[src/sv/nsv_pkg.sv]
`timescale 1ns / 1ps
// Shared types, character constants and lookup functions for the sentence validator.
// No dependencies; the stage, parser and top modules import this package.
package nsv_pkg;

  typedef enum logic [1:0] {
    PH_DOLLAR  = 2'd0,
    PH_PAYLOAD = 2'd1,
    PH_SUM     = 2'd2,
    PH_ERROR   = 2'd3
  } phase_e;

  typedef enum logic [1:0] {
    KIND_REJECT = 2'd0,
    KIND_IMU    = 2'd1,
    KIND_RRG    = 2'd2
  } kind_e;

  localparam logic [7:0] CH_DOLLAR = 8'h24;
  localparam logic [7:0] CH_STAR   = 8'h2A;
  localparam logic [7:0] CH_COMMA  = 8'h2C;

  localparam logic [3:0] TOK_MAX     = 4'd15;
  localparam logic [3:0] TOK_MIN_IMU = 4'd12;
  localparam logic [3:0] TOK_MIN_RRG = 4'd6;
  localparam logic [2:0] HDR_LEN     = 3'd5;
  localparam logic [2:0] REG_ID_LEN  = 3'd2;
  localparam logic [2:0] POS_MAX     = 3'd7;

  localparam logic [1:0] HEX_NONE = 2'd0;
  localparam logic [1:0] HEX_ONE  = 2'd1;
  localparam logic [1:0] HEX_TWO  = 2'd2;

  typedef struct packed {
    logic [7:0] char_in;
    logic       end_of_line;
  } in_item_t;

  typedef struct packed {
    logic [7:0] char_out;
    logic [3:0] field_number;
    logic       is_field_data;
    logic       line_done;
    logic       checksum_ok;
    kind_e      sentence_kind;
  } res_item_t;

  // "VNIMU"
  function automatic logic [7:0] imu_hdr_char(input logic [2:0] pos);
    logic [7:0] ch;
    unique case (pos)
      3'd0:    ch = 8'h56;
      3'd1:    ch = 8'h4E;
      3'd2:    ch = 8'h49;
      3'd3:    ch = 8'h4D;
      3'd4:    ch = 8'h55;
      default: ch = 8'h00;
    endcase
    return ch;
  endfunction

  // "VNRRG"
  function automatic logic [7:0] rrg_hdr_char(input logic [2:0] pos);
    logic [7:0] ch;
    unique case (pos)
      3'd0:    ch = 8'h56;
      3'd1:    ch = 8'h4E;
      3'd2:    ch = 8'h52;
      3'd3:    ch = 8'h52;
      3'd4:    ch = 8'h47;
      default: ch = 8'h00;
    endcase
    return ch;
  endfunction

  // "09"
  function automatic logic [7:0] reg_id_char(input logic pos);
    return pos ? 8'h39 : 8'h30;
  endfunction

  // Bit 4 set: not a hex digit.
  function automatic logic [4:0] hex_value(input logic [7:0] c);
    logic [4:0] v;
    if (c >= 8'h30 && c <= 8'h39) begin
      v = {1'b0, 4'(c - 8'h30)};
    end else if (c >= 8'h41 && c <= 8'h46) begin
      v = {1'b0, 4'(c - 8'h37)};
    end else if (c >= 8'h61 && c <= 8'h66) begin
      v = {1'b0, 4'(c - 8'h57)};
    end else begin
      v = 5'h10;
    end
    return v;
  endfunction

endpackage

[src/sv/nsv_stream_if.sv]
`timescale 1ns / 1ps
// Valid/ready channel interfaces for sentence bytes in and annotated bytes out.
// Depends on nothing; payload fields carry the plain item layout.
interface nsv_in_if;
  logic       valid;
  logic       ready;
  logic [7:0] char_in;
  logic       end_of_line;

  modport source (output valid, output char_in, output end_of_line, input ready);
  modport sink   (input valid, input char_in, input end_of_line, output ready);
endinterface

interface nsv_out_if;
  logic       valid;
  logic       ready;
  logic [7:0] char_out;
  logic [3:0] field_number;
  logic       is_field_data;
  logic       line_done;
  logic       checksum_ok;
  logic [1:0] sentence_kind;

  modport source (output valid, output char_out, output field_number, output is_field_data,
                  output line_done, output checksum_ok, output sentence_kind, input ready);
  modport sink   (input valid, input char_out, input field_number, input is_field_data,
                  input line_done, input checksum_ok, input sentence_kind, output ready);
endinterface

[src/sv/nsv_in_stage.sv]
`timescale 1ns / 1ps
// Input register stage: captures one byte transaction per cycle unless the downstream stage stalls.
// Depends on nsv_pkg for the item type.
module nsv_in_stage (
  input  logic              clk_i,
  input  logic              rst_ni,
  input  logic              valid_i,
  output logic              ready_o,
  input  nsv_pkg::in_item_t item_i,
  output logic              valid_o,
  input  logic              ready_i,
  output nsv_pkg::in_item_t item_o
);
  import nsv_pkg::*;

  logic     valid_q;
  in_item_t item_q;

  assign ready_o = !valid_q || ready_i;
  assign valid_o = valid_q;
  assign item_o  = item_q;

  always_ff @(posedge clk_i or negedge rst_ni) begin
    if (!rst_ni) begin
      valid_q <= 1'b0;
    end else if (ready_o) begin
      valid_q <= valid_i;
    end
  end

  always_ff @(posedge clk_i) begin
    if (valid_i && ready_o) begin
      item_q <= item_i;
    end
  end

endmodule

[src/sv/nsv_parser.sv]
`timescale 1ns / 1ps
// Per-sentence parse state and the single-pass update for one byte:
// framing, running XOR, hex checksum capture, token counting, header and register-ID match.
// Depends on nsv_pkg.
module nsv_parser (
  input  logic               clk_i,
  input  logic               rst_ni,
  input  logic               fire_i,
  input  nsv_pkg::in_item_t  item_i,
  output nsv_pkg::res_item_t res_o
);
  import nsv_pkg::*;

  phase_e     phase_q, phase_d;
  logic [7:0] xor_q, xor_d;
  logic [7:0] exp_q, exp_d;
  logic [1:0] hex_seen_q, hex_seen_d;
  logic [3:0] tok_q, tok_d;
  logic [2:0] pos_q, pos_d;
  logic       imu_q, imu_d;
  logic       rrg_q, rrg_d;
  logic       regid_q, regid_d;
  logic       prev_comma_q, prev_comma_d;
  logic       nonempty_q, nonempty_d;

  logic [7:0] c;
  logic [4:0] hv;
  logic [3:0] tokens;
  logic       data;
  logic       ok;
  kind_e      kind;

  always_comb begin
    c            = item_i.char_in;
    hv           = hex_value(c);
    phase_d      = phase_q;
    xor_d        = xor_q;
    exp_d        = exp_q;
    hex_seen_d   = hex_seen_q;
    tok_d        = tok_q;
    pos_d        = pos_q;
    imu_d        = imu_q;
    rrg_d        = rrg_q;
    regid_d      = regid_q;
    prev_comma_d = prev_comma_q;
    nonempty_d   = nonempty_q;
    data         = 1'b0;
    tokens       = '0;
    ok           = 1'b0;
    kind         = KIND_REJECT;

    unique case (phase_q)
      PH_DOLLAR: begin
        phase_d = (c == CH_DOLLAR) ? PH_PAYLOAD : PH_ERROR;
      end
      PH_PAYLOAD: begin
        if (c != CH_STAR) begin
          xor_d      = xor_q ^ c;
          nonempty_d = 1'b1;
        end
        if (c == CH_STAR || c == CH_COMMA) begin
          // close the current token
          if (tok_q == 4'd0 && pos_q != HDR_LEN) begin
            imu_d = 1'b0;
            rrg_d = 1'b0;
          end
          if (tok_q == 4'd1 && pos_q != REG_ID_LEN) begin
            regid_d = 1'b0;
          end
          pos_d = '0;
        end
        if (c == CH_STAR) begin
          phase_d = PH_SUM;
        end else if (c == CH_COMMA) begin
          if (tok_q < TOK_MAX) begin
            tok_d = tok_q + 4'd1;
          end
          prev_comma_d = 1'b1;
        end else begin
          data         = 1'b1;
          prev_comma_d = 1'b0;
          if (tok_q == 4'd0) begin
            if (pos_q >= HDR_LEN) begin
              imu_d = 1'b0;
              rrg_d = 1'b0;
            end else begin
              if (c != imu_hdr_char(pos_q)) imu_d = 1'b0;
              if (c != rrg_hdr_char(pos_q)) rrg_d = 1'b0;
            end
          end else if (tok_q == 4'd1) begin
            if (pos_q >= REG_ID_LEN || c != reg_id_char(pos_q[0])) regid_d = 1'b0;
          end
          if (pos_q < POS_MAX) begin
            pos_d = pos_q + 3'd1;
          end
        end
      end
      PH_SUM: begin
        if (hex_seen_q == HEX_NONE) begin
          if (hv[4]) phase_d = PH_ERROR;
          else       exp_d   = {4'h0, hv[3:0]};
          hex_seen_d = HEX_ONE;
        end else if (hex_seen_q == HEX_ONE) begin
          // a non-hex second digit keeps the one-digit value
          if (!hv[4]) exp_d = {exp_q[3:0], hv[3:0]};
          hex_seen_d = HEX_TWO;
        end
      end
      PH_ERROR: begin
      end
      default: begin
      end
    endcase

    if (item_i.end_of_line) begin
      tokens = tok_d;
      if (nonempty_d && !prev_comma_d && tok_d < TOK_MAX) begin
        tokens = tok_d + 4'd1;
      end
      ok = (phase_d == PH_SUM) && (hex_seen_d == HEX_TWO) && (xor_d == exp_d);
      if (ok) begin
        if (imu_d && tokens >= TOK_MIN_IMU) begin
          kind = KIND_IMU;
        end else if (rrg_d && regid_d && tokens >= TOK_MIN_RRG) begin
          kind = KIND_RRG;
        end
      end
    end

    res_o.char_out      = c;
    res_o.field_number  = tok_q;
    res_o.is_field_data = data;
    res_o.line_done     = item_i.end_of_line;
    res_o.checksum_ok   = ok;
    res_o.sentence_kind = kind;
  end

  always_ff @(posedge clk_i or negedge rst_ni) begin
    if (!rst_ni) begin
      phase_q      <= PH_DOLLAR;
      xor_q        <= '0;
      exp_q        <= '0;
      hex_seen_q   <= HEX_NONE;
      tok_q        <= '0;
      pos_q        <= '0;
      imu_q        <= 1'b1;
      rrg_q        <= 1'b1;
      regid_q      <= 1'b1;
      prev_comma_q <= 1'b0;
      nonempty_q   <= 1'b0;
    end else if (fire_i) begin
      if (item_i.end_of_line) begin
        // sentence finished: return to the idle state
        phase_q      <= PH_DOLLAR;
        xor_q        <= '0;
        exp_q        <= '0;
        hex_seen_q   <= HEX_NONE;
        tok_q        <= '0;
        pos_q        <= '0;
        imu_q        <= 1'b1;
        rrg_q        <= 1'b1;
        regid_q      <= 1'b1;
        prev_comma_q <= 1'b0;
        nonempty_q   <= 1'b0;
      end else begin
        phase_q      <= phase_d;
        xor_q        <= xor_d;
        exp_q        <= exp_d;
        hex_seen_q   <= hex_seen_d;
        tok_q        <= tok_d;
        pos_q        <= pos_d;
        imu_q        <= imu_d;
        rrg_q        <= rrg_d;
        regid_q      <= regid_d;
        prev_comma_q <= prev_comma_d;
        nonempty_q   <= nonempty_d;
      end
    end
  end

endmodule

[src/sv/nsv_out_stage.sv]
`timescale 1ns / 1ps
// Result register stage: holds one finished result until the sink takes it.
// Depends on nsv_pkg for the result type.
module nsv_out_stage (
  input  logic               clk_i,
  input  logic               rst_ni,
  input  logic               valid_i,
  output logic               ready_o,
  input  nsv_pkg::res_item_t res_i,
  output logic               valid_o,
  input  logic               ready_i,
  output nsv_pkg::res_item_t res_o
);
  import nsv_pkg::*;

  logic      valid_q;
  res_item_t res_q;

  assign ready_o = !valid_q || ready_i;
  assign valid_o = valid_q;
  assign res_o   = res_q;

  always_ff @(posedge clk_i or negedge rst_ni) begin
    if (!rst_ni) begin
      valid_q <= 1'b0;
    end else if (ready_o) begin
      valid_q <= valid_i;
    end
  end

  always_ff @(posedge clk_i) begin
    if (valid_i && ready_o) begin
      res_q <= res_i;
    end
  end

endmodule

[src/sv/nmea_sentence_validator_top.sv]
`timescale 1ns / 1ps
// Sentence validator top level: input register, byte parser, result register.
// A byte accepted into the input register is parsed combinationally, and its result is
// registered in the result register; the parse state updates once per byte in one pass.
// Throughput: one byte per cycle unless the sink stalls both stages.
// Reset (async, active low) empties both stages and returns the parser to expecting '$'.
// Depends on nsv_pkg, nsv_stream_if, nsv_in_stage, nsv_parser and nsv_out_stage.
module nmea_sentence_validator_top (
  input  logic clk_i,
  input  logic rst_ni,
  nsv_in_if.sink    in_i,
  nsv_out_if.source out_o
);
  import nsv_pkg::*;

  in_item_t  in_item;
  in_item_t  stage_item;
  res_item_t parse_res;
  res_item_t out_res;
  logic      stage_valid;
  logic      res_ready;
  logic      in_ready;
  logic      out_valid;

  assign in_item.char_in     = in_i.char_in;
  assign in_item.end_of_line = in_i.end_of_line;
  assign in_i.ready          = in_ready;

  nsv_in_stage u_in_stage (
    .clk_i   (clk_i),
    .rst_ni  (rst_ni),
    .valid_i (in_i.valid),
    .ready_o (in_ready),
    .item_i  (in_item),
    .valid_o (stage_valid),
    .ready_i (res_ready),
    .item_o  (stage_item)
  );

  nsv_parser u_parser (
    .clk_i  (clk_i),
    .rst_ni (rst_ni),
    .fire_i (stage_valid && res_ready),
    .item_i (stage_item),
    .res_o  (parse_res)
  );

  nsv_out_stage u_out_stage (
    .clk_i   (clk_i),
    .rst_ni  (rst_ni),
    .valid_i (stage_valid),
    .ready_o (res_ready),
    .res_i   (parse_res),
    .valid_o (out_valid),
    .ready_i (out_o.ready),
    .res_o   (out_res)
  );

  assign out_o.valid         = out_valid;
  assign out_o.char_out      = out_res.char_out;
  assign out_o.field_number  = out_res.field_number;
  assign out_o.is_field_data = out_res.is_field_data;
  assign out_o.line_done     = out_res.line_done;
  assign out_o.checksum_ok   = out_res.checksum_ok;
  assign out_o.sentence_kind = out_res.sentence_kind;

endmodule
[src/flat_wrapper.sv]
// flat-port wrapper written by rule: the top's interface ports become plain ports
module nmea_sentence_validator_top_flat import nsv_pkg::*;
  (clk_i, rst_ni, in_i_valid, in_i_char_in, in_i_end_of_line, in_i_ready, out_o_valid, out_o_char_out, out_o_field_number, out_o_is_field_data, out_o_line_done, out_o_checksum_ok, out_o_sentence_kind, out_o_ready);
  nsv_in_if in_i_i ();
  nsv_out_if out_o_i ();
  input  logic clk_i;
  input  logic rst_ni;
  input wire logic [$bits(in_i_i.valid)-1:0] in_i_valid;
  input wire logic [$bits(in_i_i.char_in)-1:0] in_i_char_in;
  input wire logic [$bits(in_i_i.end_of_line)-1:0] in_i_end_of_line;
  output wire logic [$bits(in_i_i.ready)-1:0] in_i_ready;
  output wire logic [$bits(out_o_i.valid)-1:0] out_o_valid;
  output wire logic [$bits(out_o_i.char_out)-1:0] out_o_char_out;
  output wire logic [$bits(out_o_i.field_number)-1:0] out_o_field_number;
  output wire logic [$bits(out_o_i.is_field_data)-1:0] out_o_is_field_data;
  output wire logic [$bits(out_o_i.line_done)-1:0] out_o_line_done;
  output wire logic [$bits(out_o_i.checksum_ok)-1:0] out_o_checksum_ok;
  output wire logic [$bits(out_o_i.sentence_kind)-1:0] out_o_sentence_kind;
  input wire logic [$bits(out_o_i.ready)-1:0] out_o_ready;
  assign in_i_i.valid = in_i_valid;
  assign in_i_i.char_in = in_i_char_in;
  assign in_i_i.end_of_line = in_i_end_of_line;
  assign in_i_ready = in_i_i.ready;
  assign out_o_valid = out_o_i.valid;
  assign out_o_char_out = out_o_i.char_out;
  assign out_o_field_number = out_o_i.field_number;
  assign out_o_is_field_data = out_o_i.is_field_data;
  assign out_o_line_done = out_o_i.line_done;
  assign out_o_checksum_ok = out_o_i.checksum_ok;
  assign out_o_sentence_kind = out_o_i.sentence_kind;
  assign out_o_i.ready = out_o_ready;
  nmea_sentence_validator_top u_core (.clk_i(clk_i), .rst_ni(rst_ni), .in_i(in_i_i), .out_o(out_o_i));
endmodule
[config.mk]
export PLATFORM = sky130hd
export DESIGN_NAME = nmea_sentence_validator_top_flat
export DESIGN_NICKNAME = d
export VERILOG_FILES = /design/src/sv/nsv_pkg.sv /design/src/sv/nsv_stream_if.sv /design/src/sv/nsv_in_stage.sv /design/src/sv/nsv_parser.sv /design/src/sv/nsv_out_stage.sv /design/src/sv/nmea_sentence_validator_top.sv /design/src/flat_wrapper.sv
export SDC_FILE = /design/constraint.sdc
export NUM_CORES = 1
export LEC_CHECK = 0
export BUFFER_PORTS_ARGS = -buffer_cell sky130_fd_sc_hd__buf_2
export CORE_MARGIN = 3
export CORE_UTILIZATION = 40
export DETAILED_ROUTE_END_ITERATION = 10
export MAX_ROUTING_LAYER = met4
export PLACE_DENSITY = 0.57
export SLEW_MARGIN = 15
export SYNTH_ARGS = -nofsm -noshare
export SYNTH_HDL_FRONTEND = slang
export SYNTH_HIERARCHICAL = 1
export SYNTH_SLANG_ARGS = --single-unit
[constraint.sdc]
create_clock -name clk_i -period 8.23 [get_ports clk_i]
set_clock_uncertainty 0.2 [all_clocks]
set_input_delay 1.646 -clock clk_i [delete_from_list [all_inputs] [get_ports clk_i]]
set_output_delay 1.646 -clock clk_i [all_outputs]
set_load 0.03 [all_outputs]
==> flow_metrics.py, run 1 <==
metrics = {
    "outcome": {
        "status": "completed",
    },
    "yosys": {
        "ys.warnings.count": 6,
        "syn-cell-area_um2": 4011,
        "synth_top_family_by_area": "compound AO/OA/AOI/OAI gates",
        "ys_async_sr_fraction": 0.5667,
        "synth_cell_types": 67,
        "yosysSeqAreaShare": 0.4077,
        "synth_edf_count": 26,
        "muxShareOfSynthArea": 0.01871,
        "synthFlopType": "dfrtp_1",
        "synth_compound_area_frac": 0.2455,
        "synth_fa_ha_area_frac": 0.04991,
        "syn_nets": 453,
        "ys_ff_latch": 60,
        "avgSynthCellArea_um2": 9.461,
        "synth_xor_area_frac": 0.03057,
        "synth_cells": 424,
        "yosys.area_share.simple": 0.1862,
    },
    "min_path": {
        "min_from": "u_core/u_parser/imu_q",
        "worstHoldPathCells": 2,
        "min_to": "u_core/u_parser/imu_q",
        "min_path_type": "reg -> reg",
    },
    "clock_network": {
        "clkTransAtPathRegs_ps": 60,
        "cts_setup_buffers": 0,
        "cts_resized": 0,
        "cts_buffers": 9,
        "clk_latency_ps": 340,
        "cts_hold_buf": 0,
        "htreeDepth": 3,
        "cts-root-buf": "clkbuf_8",
        "cts_tree": "done",
        "clock_path_buffers": 2,
        "clock_sinks": 60,
    },
    "die": {
        "row_count": 35,
        "io_pins": 32,
        "start_util": 0.4221,
        "die_w_um": 106.1,
        "die_area_um2": 11270,
        "fp.dieH_um": 106.1,
        "core_area_um2": 9503,
    },
    "worst_setup_path": {
        "worstReg2RegEnd": "u_core/u_out_stage/res_o[1]",
        "critPathArrivalTime_ps": 2200,
        "cp-end-kind": "output port",
        "required_ps": 6380,
        "worstSetupPathType": "in -> out",
        "crit_fanout": 4,
        "r2r_setup_slack_ps": 4190,
        "worstRegToRegCells": 10,
        "critPathLaunchType": "primary input",
        "regToRegStartpoint": "u_core/u_in_stage/item_o[1]",
    },
    "placement": {
        "port_buffers": 31,
        "dp_hpwl_um": 6833,
        "gp_congestion": 0.8982,
    },
    "drt": {
        "drc": 0,
        "vias": 3391,
        "wl_um": 9967,
        "drt_iter0_drc": 249,
        "antenna_left": 0,
        "drtPass1Iterations": 5,
        "vias_per_cell": 5.981,
        "post_drt_wl_per_cell_um": 17.58,
    },
    "sta": {
        "max_freq_ghz": 0.2471,
        "setup_violations": 0,
        "fin_tns_setup_ps": 0,
        "finalCritPeriodShare": 0.4918,
        "hold_violations": 0,
        "drv_slew": 0,
        "relSlewSlack": 0.3576,
        "period_needed_ps": 4047,
        "worstMarginPinSlew_ps": 962.5,
        "grt_setup_unrepaired": "false",
    },
    "power": {
        "vdd_drop_max_uv": 111.0,
        "pwr-share-clk": 0.233,
        "total_leakage_power_uw": 0.001668,
        "intPower_uw": 659.3,
        "powerDensity_nw_per_um2": 250.8,
        "combinationalPowerShare": 0.355,
        "p_sw_uw": 430.7,
        "switching_share": 0.3951,
        "power_uw": 1090,
        "p_seq_frac": 0.412,
    },
    "final_layout": {
        "nFillCells": 928,
        "drive_above_1_share": 0.1438,
        "syn_to_final_growth_pct": 8.359,
        "antenna_cells": 0,
        "nNetsFinal": 462,
    },
    "grt": {
        "track_usage": 0.1887,
        "grt_pass1_vias": 3243,
        "antenna_found_initial": 0,
        "grt_max_degree": 35,
        "grt_overflow": 0,
        "grt_pass1_wl_um": 16550,
    },
    "run": {
        "maxCapViolCount": 0,
    },
}
[power by group through the flow]
stage / sequential, uW / clock [uW] / combinational, uW
CTS: 447 / 264 / 383
detailed placement: 452 / 0 / 381
global route: 459 / 274 / 431
global placement: 451 / 0 / 377
finish: 449 / 254 / 387
floorplan: 433 / 0 / 309
[state kept, by name (all words and copies together), names as in the netlist]
register,flops
u_core/u_out_stage/valid_o,1
u_core/u_parser/exp_q,8
u_core/u_in_stage/valid_o,1
u_core/u_parser/regid_q,1
u_core/u_parser/rrg_q,1
u_core/u_parser/hex_seen_q,2
u_core/u_parser/imu_q,1
u_core/u_parser/tok_q,4
u_core/u_in_stage/item_o,9
u_core/u_parser/prev_comma_q,1
u_core/u_parser/phase_q,2
u_core/u_out_stage/res_o,17
u_core/u_parser/nonempty_q,1
u_core/u_parser/xor_q,8
u_core/u_parser/pos_q,3
[worst max-delay path, stage by stage]
cell and delay [ps]:
buf_2 100, nand2b_4 140, nand2b_4 140, buf_2 170
[metrics by stage]
stage	util	instances	worst slack [ps]	area [um2]	hold WS, ps
floorplan	-	424	4419	4011	223.1
global placement	0.4382	551	4193	4164	282.7
detailed placement	0.4382	551	4045	4164	283.8
CTS	0.4574	567	4177	4347	292.1
global route	0.4574	567	3958	4347	310.9
finish	0.4574	567	4183	4347	303.7
[synthesized netlist by cell type (all sizes together), types with 16 or more instances]
master / n / area, um2
dfrtp: 31 / 775.7
edfxtp: 26 / 780.8
nand2: 27 / 101.4
ha: 16 / 200.2
nor2: 22 / 82.58
clkbuf: 21 / 78.83
inv: 20 / 75.07
o21ai: 28 / 143.9
a21oi: 31 / 155.2
[routing by layer]
metal | vias to the layer above | track usage | wire, um
li1 | 1609 | - | -
met1 | 1647 | 0.2566 | 4728
met2 | 119 | 0.2787 | 4461
met3 | 16 | 0.04250 | 569
met4 | 0 | 0.06290 | 208
met5 | - | - | 0
[cell type report]
type                       count  area [um2]  share of cell area
clock inverter                 6       55.05             0.01267
timing repair buffer          32       162.7             0.03742
clock buffer                  10       127.6             0.02936
tap                          129       161.4             0.03713
inverter                      20       75.07             0.01727
multi-input combinational    310        2130              0.4899
sequential                    60        1635              0.3762
[worst max path at each step]
stage                     cells after the start  slack, ps                           to                         from
after detailed placement                      7       4040   u_core/u_parser/phase_q[0]                  out_o_ready
final                                         4       4180                   in_i_ready                  out_o_ready
after floorplan                               2       4420                   in_i_ready                  out_o_ready
after global placement                        4       4190                   in_i_ready                  out_o_ready
after global routing                         10       3960  u_core/u_out_stage/res_o[1]  u_core/u_in_stage/item_o[1]
after CTS                                     4       4180                   in_i_ready                  out_o_ready
[logic make-up (layout without fill, tap and decap cells)]
| group | count (synthesis) | in the layout |
|---|---|---|
| XOR/XNOR | 14 | 14 |
| multiplexers | 7 | 7 |
| flip-flops | 60 | 60 |
| buffers and inverters | 54 | 68 |
| AO/OA/AOI/OAI | 142 | 142 |
| AND/OR/NAND/NOR | 131 | 131 |
| adder cells (fa/ha/maj) | 16 | 16 |
[placed cells by master, fill, tap and decap left out, types with 11 or more instances in the layout]
| master | instances |
|---|---|
| o21ai_0 | 27 |
| edfxtp_1 | 26 |
| nor3_1 | 13 |
| dfrtp_1 | 31 |
| buf_2 | 31 |
| nand2b_1 | 11 |
| nor2_1 | 22 |
| ha_1 | 16 |
| nand3_1 | 13 |
| inv_1 | 20 |
| nand2_1 | 27 |
| a21oi_1 | 31 |
Power figures use the tool's default switching activity.
==> run 2: changes to the inputs <==
Settings changed: PLACE_DENSITY 0.57 to 0.59.
Clock period 8.23 ns to 3.5 ns, I/O delays scaled along.
==> run 2 against run 1 <==
Net effect:
- non-clock buffer count rose by 23
- sequential share of layout area fell by 1.4 points
- power rose by 140%
- critical path depth rose by 7
- first-iteration DRC count fell by 12%
- hold slack got worse by 59 ps
- via count rose by 0.77%
- wire length rose by 2.0%
- largest power group unchanged
- highest routed layer unchanged
==> flow_metrics.py, run 2 (same netlist as run 1, synthesis figures left out) <==
metrics = {
    "power": {
        "p_sw_uw": 1025,
        "powerDensity_nw_per_um2": 568.7,
        "switching_share": 0.3995,
        "intPower_uw": 1541,
        "combinationalPowerShare": 0.389,
        "p_seq_frac": 0.393,
        "vdd_drop_max_uv": 187.1,
        "pwr-share-clk": 0.218,
        "total_leakage_power_uw": 0.001775,
    },
    "sta": {
        "fin_hold_ws_ps": 244.4,
        "period_needed_ps": 3292,
        "grt_setup_unrepaired": "false",
        "hold_violations": 0,
        "drv_slew": 0,
        "fin_tns_setup_ps": 0,
        "finalCritPeriodShare": 0.9406,
        "worstMarginPinSlew_ps": 840.3,
        "relSlewSlack": 0.4398,
        "max_freq_ghz": 0.3038,
        "setup_violations": 0,
    },
    "grt": {
        "grt_overflow": 0,
        "track_usage": 0.1936,
        "grt_pass1_wl_um": 16880,
        "grt_max_degree": 35,
        "antenna_found_initial": 0,
        "grt_pass1_vias": 3244,
    },
    "outcome": {
        "status": "completed",
    },
    "clock_network": {
        "cts_buffers": 9,
        "htreeDepth": 3,
        "clock_path_buffers": 2,
        "clk_latency_ps": 340,
        "cts_hold_buf": 0,
        "cts_tree": "done",
        "cts-root-buf": "clkbuf_8",
        "clkTransAtPathRegs_ps": 70,
        "clock_sinks": 60,
    },
    "worst_setup_path": {
        "worstReg2RegEnd": "u_core/u_out_stage/res_o[1]",
        "critical-path-max-stage-delay_ps": 440,
        "worstSetupPathType": "reg -> reg",
        "cp_top_family": "simple AND/OR/NAND/NOR gates",
        "cp-end-kind": "register",
        "critPathLaunchType": "register",
        "worstRegToRegCells": 11,
        "path_cells": "inv_1 > ha_1 > or3b_4 > o311a_4 > a211oi_4 > buf_4 > o21ai_2 > a311oi_1 > nand4b_1 > nor4_4 > and3b_1",
        "cp_slowest_cell": "edfxtp_1",
        "critPathArrivalTime_ps": 3300,
        "path_buf_inv": 2,
        "regToRegStartpoint": "u_core/u_in_stage/item_o[1]",
        "required_ps": 3510,
        "r2r_setup_slack_ps": 210,
        "crit_fanout": 9,
    },
    "drt": {
        "vias_per_cell": 5.792,
        "post_drt_wl_per_cell_um": 17.24,
        "antenna_left": 0,
        "drc": 0,
        "wl_um": 10170,
        "drtPass1Iterations": 4,
        "drt_iter0_drc": 220,
        "vias": 3417,
    },
    "final_layout": {
        "syn_to_final_growth_pct": 12.51,
        "nFillCells": 920,
        "design_area_um2": 4513,
        "final_util": 0.4749,
        "antenna_cells": 0,
        "nNetsFinal": 485,
        "register_area_um2": 1635,
        "drive_above_1_share": 0.1909,
        "multi_input_area_um2": 2137,
        "largest_register_ffs": 17,
        "final_cell_mix": "buf_2, dfrtp_1, a21oi_1",
    },
    "die": {
        "die_w_um": 106.1,
        "io_pins": 32,
        "core_area_um2": 9503,
        "start_util": 0.4221,
        "row_count": 35,
        "die_area_um2": 11270,
        "fp.dieH_um": 106.1,
    },
    "placement": {
        "dp_hpwl_um": 7284,
        "placed_cell_area_um2": 4329,
        "port_buffers": 31,
        "gp_congestion": 0.8972,
    },
    "run": {
        "maxCapViolCount": 0,
    },
    "min_path": {
        "min_path_type": "in -> async",
    },
}
-- run 2: worst max path at each step --
stage	depth (start not counted)	to	from
6_report	11	u_core/u_out_stage/res_o[1]	u_core/u_in_stage/item_o[1]
5_1_grt	11	u_core/u_out_stage/res_o[1]	u_core/u_in_stage/item_o[1]
4_1_cts	10	u_core/u_out_stage/res_o[1]	u_core/u_in_stage/item_o[1]
3_5_place_dp	10	u_core/u_out_stage/res_o[1]	u_core/u_in_stage/item_o[1]
3_3_place_gp	10	u_core/u_out_stage/res_o[1]	u_core/u_in_stage/item_o[1]
2_1_floorplan	11	u_core/u_out_stage/res_o[1]	u_core/u_in_stage/item_o[2]
-- run 2: layout make-up --
type	count	share of cell area
Clock inverter	4	0.005268
Multi-Input combinational cell	310	0.4735
Tap cell	129	0.03576
Inverter	20	0.01663
Clock buffer	12	0.03216
Timing Repair Buffer	55	0.07430
Sequential cell	60	0.3624
-- run 2: power by group through the flow --
stage	Sequential, uW	Clock [uW]	Combinational, uW
floorplan	1020	0	726
global placement	1020	0	979
detailed placement	1020	0	985
CTS	1010	578	990
global route	1030	612	1110
finish	1010	560	999
-- run 2: through the flow --
| stage | worst slack, ps | std cells | power [uW] |
|---|---|---|---|
| after floorplan | 231.4 | 424 | 1744 |
| after global placement | 277.4 | 573 | 1997 |
| after detailed placement | 183.6 | 573 | 2006 |
| after CTS | 139.3 | 589 | 2575 |
| after global routing | 23.91 | 590 | 2759 |
| final | 207.9 | 590 | 2567 |
-- run 2: worst register-to-register path, stage by stage (launching register included) --
cell and delay, ps:
edfxtp_1 440, inv_1 110, ha_1 180, or3b_4 420, o311a_4 330, a211oi_4 190, buf_4 190, o21ai_2 80
a311oi_1 260, nand4b_1 190, nor4_4 360, and3b_1 210
-- run 2: layer usage --
| layer | global-route usage | part of all wire |
|---|---|---|
| met1 | 0.2619 | 0.48 |
| met5 | - | 0 |
| met2 | 0.2964 | 0.46 |
| met4 | 0.05828 | 0.016 |
| met3 | 0.03643 | 0.044 |
-- run 2: what timing repair did --
action / CTS / global route
resized for setup: 0 / 1
endpoints found under the setup margin: 0 / 2
hold endpoints to repair: 0 / 0
buffers inserted: 0 / 1
